==> config.mk <==
export PLATFORM = sky130hd
export DESIGN_NAME = ihd_delay_mem
export DESIGN_NICKNAME = d
export VERILOG_FILES = /design/src/rtl/core/ihd_pkg.sv /design/src/rtl/core/ihd_delay_mem.sv
export SDC_FILE = /design/constraint.sdc
export NUM_CORES = 2
export LEC_CHECK = 0
export BUFFER_PORTS_ARGS = -buffer_cell sky130_fd_sc_hd__buf_4
export CORE_MARGIN = 10
export CORE_UTILIZATION = 54
export DETAILED_ROUTE_END_ITERATION = 8
export PLACE_DENSITY = 0.69
export SYNTH_ARGS = -nofsm -noshare
export SYNTH_HDL_FRONTEND = slang
export SYNTH_SLANG_ARGS = --single-unit
==> constraint.sdc <==
create_clock -name clk -period 2.29 [get_ports clk]
set_input_delay 0.229 -clock clk [delete_from_list [all_inputs] [get_ports clk]]
set_output_delay 0.229 -clock clk [all_outputs]
set_load 0.02 [all_outputs]
==> src/rtl/core/ihd_pkg.sv <==
// package for the halfband decimator cascade: constants, types, shift helpers
// no dependencies
package ihd_pkg;

	localparam int DataW = 32;
	localparam int DelayDepth = 21;
	localparam int DelayAw = 5;
	localparam int PendDepth = 4;

	localparam logic [31:0] CoefA2 = 32'h0D9C6C2D;
	localparam logic [31:0] CoefA1 = 32'h77233802;
	localparam logic [31:0] CoefB1 = 32'h385BACD3;

	localparam logic [2:0] RatioNone = 3'd0;
	localparam logic [2:0] RatioBy2  = 3'd1;
	localparam logic [2:0] RatioBy4  = 3'd2;
	localparam logic [2:0] RatioBy8  = 3'd3;
	localparam logic [2:0] RatioBy16 = 3'd4;

	typedef enum logic [1:0] {
		SEC_SHIFT1,
		SEC_SHIFT2,
		SEC_MULT
	} sec_kind_t;

	typedef enum logic [2:0] {
		ST_IDLE,
		ST_READ,
		ST_CALC,
		ST_MUL,
		ST_OUT
	} ctl_state_t;

	// one section step handed from the sequencer to the datapath
	typedef struct packed {
		sec_kind_t        kind;
		logic [31:0]      early;
		logic [31:0]      late;
	} sec_cmd_t;

	function automatic logic [31:0] asr(input logic [31:0] x, input int n);
		return 32'($signed(x) >>> n);
	endfunction

	function automatic logic [31:0] coef1(input logic [31:0] x);
		return asr(x, 2) + asr(x, 4) + asr(x, 5);
	endfunction

	function automatic logic [2:0] chain_len(input logic [2:0] r);
		case (r)
			RatioBy2:  return 3'd1;
			RatioBy4:  return 3'd2;
			RatioBy8:  return 3'd3;
			RatioBy16: return 3'd4;
			default:   return 3'd0;
		endcase
	endfunction

	function automatic logic [DelayAw-1:0] delay_base(input logic [2:0] r);
		case (r)
			RatioBy4:  return 5'd3;
			RatioBy8:  return 5'd8;
			RatioBy16: return 5'd14;
			default:   return 5'd0;
		endcase
	endfunction

	function automatic sec_kind_t chain_kind(input logic [2:0] r, input logic [1:0] s);
		logic [2:0] pos;
		pos = chain_len(r) - 3'(s);
		case (pos)
			3'd1:    return SEC_MULT;
			3'd2:    return SEC_SHIFT2;
			default: return SEC_SHIFT1;
		endcase
	endfunction

	function automatic logic [31:0] pre_shift(input logic [2:0] r, input logic [31:0] x);
		case (r)
			RatioBy2:  return asr(x, 2);
			RatioBy4:  return asr(x, 3);
			RatioBy8:  return asr(x, 4);
			default:   return asr(x, 5);
		endcase
	endfunction

endpackage

==> src/rtl/core/ihd_delay_mem.sv <==
// delay store: 21 x 3 words, one row per section, synchronous registered read
// depends on ihd_pkg
module ihd_delay_mem
	import ihd_pkg::*;
(
	input  logic               clk,
	input  logic               arst_n,
	input  logic               rd_en,
	input  logic [DelayAw-1:0] rd_addr,
	output logic [95:0]        rd_data,
	input  logic               wr_en,
	input  logic [DelayAw-1:0] wr_addr,
	input  logic [95:0]        wr_data
);
	// one row per section base address, holds up to three delay words
	logic [95:0]          mem [DelayDepth];
	logic [DelayDepth-1:0] valid_q;
	logic [95:0]          rd_q;
	logic                 rd_valid_q;

	always_ff @(posedge clk) begin
		if (wr_en) mem[wr_addr] <= wr_data;
		if (rd_en) rd_q <= mem[rd_addr];
	end

	always_ff @(posedge clk or negedge arst_n) begin
		if (!arst_n) begin
			valid_q <= '0;
			rd_valid_q <= 1'b0;
		end else begin
			if (wr_en) valid_q[wr_addr] <= 1'b1;
			if (rd_en) rd_valid_q <= valid_q[rd_addr];
		end
	end

	assign rd_data = rd_valid_q ? rd_q : '0;
endmodule

; ---- Word level (Yosys, flattened, before mapping)
; Memories as Yosys holds them, arrays and structs flattened. A register that Yosys moved wholly into a read port is not among the register bits.
; Index checks and enable logic that the tools add are counted.
[classes]
n_mul = 0
n_mux = 7
n_addsub = 0
shift = 0
n_bitwise = 1
div = 0
reduce_logical = 1
order_cmp = 3
eq_ne = 0
[ops]
columns = op, n
row1 = $mux 96, 1
row2 = $or 21x21->21, 1
row3 = $lt 5x6->1 const B, 2
row4 = $bmux 1 s5, 1
row5 = $demux 1 s5, 1
row6 = $ge 5x1->1 const B, 1
row7 = $mux 1, 4
row8 = $logic_and 1x1->1, 1
[word_totals]
mem_bits_ro = 0
ff_bits = 22
mem_bits_rw = 2016
out_inout_bits = 96
latch_bits = 0
mem_count = 1
[memory_table]
columns = name, depth, word_bits, read_ports, rd_ports_with_merged_regs, wr, line_no
row1 = mem, 21, 96, 1, 1, 1, ihd_delay_mem.sv:16  ; logic [95:0] mem [DelayDepth];

; ---- Logic depth before layout (Yosys ltp)
[depth]
depth_word = 5
depth_mapped = 8
depth_no_buf = 4

; ---- Worst setup path after synthesis
; OpenSTA, ideal clock, no wires.
[synth_path]
path_type = in2reg
start = input port wr_addr[1]
end = register valid_q[20]
t_arrival_ns = 8.747
path_buffers = 0
cell_stages = 4
setup_slack_ns = -6.566
cell_sequence = or3b_2 or2_2 nor3b_1 or2_2
[synth_via]
elab_chain_len = 5
word_cells_on_any_way = 6
classes_between = order compare: 2 / mux: 2 / bitwise: 1 / reduce/logical: 1
[synth_lines]
columns = item, line_no
row1 = start: declaration, ihd_delay_mem.sv:12  ; input logic [DelayAw-1:0] wr_addr,
row2 = $lt 5x6->1 (not written as such) / $ge 5x1->1 (equally long branches), ihd_delay_mem.sv:31  ; if (wr_en) valid_q[wr_addr] <= 1'b1;
row3 = $logic_and 1x1->1 (not written as such), ihd_delay_mem.sv:31
row4 = $mux 1 (not written as such), ihd_delay_mem.sv:31
row5 = $demux 1 s5 *, ihd_delay_mem.sv:31
row6 = $or 21x21->21 (no source line) *, -
row7 = end signal: assignment, ihd_delay_mem.sv:28  ; valid_q <= '0;
row8 = end signal: indexed assignment, ihd_delay_mem.sv:31
row9 = end: declaration, ihd_delay_mem.sv:17  ; logic [DelayDepth-1:0] valid_q;
; Mark *: on every way between the ends. The rest lies on a longest branch, timed or not.
; A chain may end at the register's enable or synchronous reset.

; ---- Worst setup path after layout
[layout_path]
start = register rd_valid_q
end = output port rd_data[44]
[layout_via]
elab_chain_len = 1
[layout_lines]
columns = item, line_no
row1 = start: declaration, ihd_delay_mem.sv:19  ; logic rd_valid_q;
row2 = start signal: assignment, ihd_delay_mem.sv:32  ; if (rd_en) rd_valid_q <= valid_q[rd_addr];
row3 = $mux 96, ihd_delay_mem.sv:36  ; assign rd_data = rd_valid_q ? rd_q : '0;
row4 = end: declaration, ihd_delay_mem.sv:10  ; output logic [95:0] rd_data,
; Every way passes these cells.

==> results.md <==
* Clk_lat worst skew at 0.84 ns
* IO Pins at approximately 210
* Clock period minus worst slack at roughly 2.2 ns
* Most common cell on crit path: buf_12
* Register area share after synthesis at 77.6%
* WL met3 at 16600 microns
* DRC at 0
* # clock sinks at 2134
* Vias per std cell at 6.14
* WS Path Type: flip-flop to primary output
* Initial DRC count at 4722
* DR WL/cell at 29.1 microns
* Gr ovfl total at 0
* First-pass DRT Iterations at 5
* Max layer used: met5
* CTS root buffer: clkbuf_16
* Fill cell count at 10100
* Met1 wire length at 79900 microns
* Synth cell types at 32
* Num rows at 143
* RSZ-0062 raised after global routing: false
* WP buf/inv at 3
* Layout Nets at 4614
* Core Region at around 150000 sq um
* Slowest cell on crit path: dfrtp_4
* Area grow syn2layout at 18.2%
* Die Area at 169000 sq um
* Vias at roughly 40000
* F_max at ~450 MHz
* CP max stage delay at 0.50 ns
* Worst reg-to-reg setup slack at ~0.26 ns
* CTS tree: yes
* Initial antenna violation count at 21
* Critical-path maximum fanout at 12
* Slew Limit Fails at 0
* Fin util at roughly 64%
* Startpoint Class: flip-flop
* Vias in the first global route at 41800
* Clk slew on worst S/H paths at approximately 0.060 ns
* Syn nets at approximately 4000
* Overall power at 81.9 mW
* Final Hold Violating Endpoints at 0
* CP required at 2.06 ns
* CP arrival at 2.00 ns
* Total of max-cap violations at 0
* Most common library cell in the layout ignoring fill and taps: edfxtp_1
* Worst hold path class: input port to flip-flop
* Outcome: finished, final reports clean
* GR Util All Layers at 23.0%
* Most area-hungry cell type in the Yosys netlist: edfxtp_1
* Area of the mapped netlist at 82400 sq um
* Leak pwr at 32.0 nW
* Routed WL at 195000 microns
* Worst Tran Pin Value at 1.01 ns
* Crit share post-route at 97.1%
* Relative slew slack at 32.5%
* Share of layout cells above drive strength 1 at 32.5%
* Syn avg cell area at 21.1 sq um
* CP top delay family: flip-flops
* Endpoints failing setup at 0
* First-pass GRT wire length at 286000 microns
* Worst vdd ir at just over 0.8 mV
* Clock tree buffer depth at 3
* Synth top area share at 77.0%
* Dominant cells by area after synthesis: edfxtp_1 77%, mux4_2 8.8%, mux2_2 4.9%, mux2i_1 2.0%, a22oi_1 0.74%
* Port bufs at 205
* Number of synthesis warnings at 0
* Post-DP HPWL at 111000 microns
* GP Congestion at 0.754
* H-tree depth at 4
* Commonest cells after routing, fill and taps aside: 2112 x edfxtp_1, 355 x mux2_2, 353 x buf_4, 321 x mux4_2, 207 x clkbuf_16
* Critical-path cell list: buf_12 > buf_12 > and2_1 > buf_4
* Synth Instances at about 4000
* Die width at about 400 microns
* TritonCTS Buffers at 202
* Antenna Nets Post-Route at 0
* Number of synthesized register bits at 2134
* Die height at approximately 410 microns
* Met2 wire length at 94300 microns
* Initial Utilization at between 50% and 60%
* Pwr per Cell Area at 841 nW/um^2
* Final worst clock skew at 0.0329 ns
* Kind of end point of the critical path: primary output
* Pin count of the biggest net entering global routing at 62
-- stage by stage --
step / instances / area [sq um] / hold WS [ns] / setup WS [ns] / TNS (ns)
global placement: 6221 / 89700 / 0.141 / -0.0834 / -0.713
detailed placement: 6221 / 89700 / 0.141 / -0.0736 / -1.24
finish: 6715 / 97400 / 0.0651 / 0.0657 / 0
floorplan: 3907 / 82500 / -0.0666 / -1.58 / -2257.90
global route: 6709 / 97400 / 0.0574 / 0.00224 / 0
CTS: 6705 / 97400 / 0.0209 / 0.00315 / 0
-- logic make-up after synthesis --
group	share of synthesized area, %
multiplexers	15.6
buffers and inverters	1.31
AO/OA/AOI/OAI	4.12
AND/OR/NAND/NOR	1.28
flip-flops	77.6
-- final timing paths --
| check | from | end | cells past startpoint |
|---|---|---|---|
| setup / recovery | rd_valid_q | rd_data[44] | 4 |
| hold / removal | wr_addr[1] | mem[15][85] | 4 |
| setup reg to reg | valid_q[11] | rd_valid_q | 5 |
| hold reg to reg | valid_q[0] | valid_q[0] | 1 |
| max in group asynchronous | arst_n | rd_valid_q | 3 |
| min in group asynchronous | arst_n | valid_q[17] | 3 |
-- routing by layer --
layer / track usage [%] / vias to the layer above
li1: - / 17500
met1: 33.0 / 21600
met2: 36.6 / 1774
met3: 4.60 / 289
met4: 5.96 / 16
met5: 0 / -
-- tightest hold or removal path, cell delays in order --
cell	delay (ns)
buf_4	0.12
nand3_1	0.06
buf_4	0.19
nor2_4	0.10
-- Yosys cell counts --
master / count
a21oi_1: 96
a221o_1: 15
a221oi_1: 1
a22oi_1: 81
a41oi_1: 1
and2_1: 96
buf_1: 11
buf_2: 64
buf_4: 30
buf_6: 7
clkbuf_1: 108
dfrtp_1: 22
edfxtp_1: 2112
inv_1: 3
mux2_2: 355
mux2i_1: 166
mux4_2: 321
nand2_1: 32
nand3_1: 1
nand3b_1: 5
nor2_1: 21
nor2b_1: 1
nor3_1: 3
nor3b_1: 3
o21ai_0: 82
o21bai_1: 81
o22ai_1: 81
o311ai_0: 1
o31ai_1: 81
or2_2: 23
or3_1: 2
or3b_2: 1
-- power by group --
part / switching, mW / internal [mW]
Sequential: 0.266 / 43.6
Clock: 14.2 / 18.7
Combinational: 2.78 / 2.33
Total: 17.2 / 64.7
-- final cells by class --
cell class,instances,area [sq um],area share (%)
timing repair buffer,613,6770,6.95
clock buffer,250,5350,5.49
antenna,10,25.0,0.0257
sequential,2134,64000,65.7
clock inverter,125,1190,1.22
multi-input combinational,1550,17500,18.0
tap,2030,2540,2.61
inverter,3,11.3,0.0116
-- what timing repair did --
item                                    in CTS  in global routing
hold endpoints to repair                  2107                  0
pin swaps                                    0                  0
buffers inserted                             5                  0
endpoints found under the setup margin      96                 12
gates resized for setup                      1                  2
hold buffers                               105                  0
-- sequential cells by signal (all words and copies together) (netlist names) --
register and cells:
rd_valid_q 1, valid_q 21, rd_q 96, mem 2016
(Power assumes the default switching activity.)
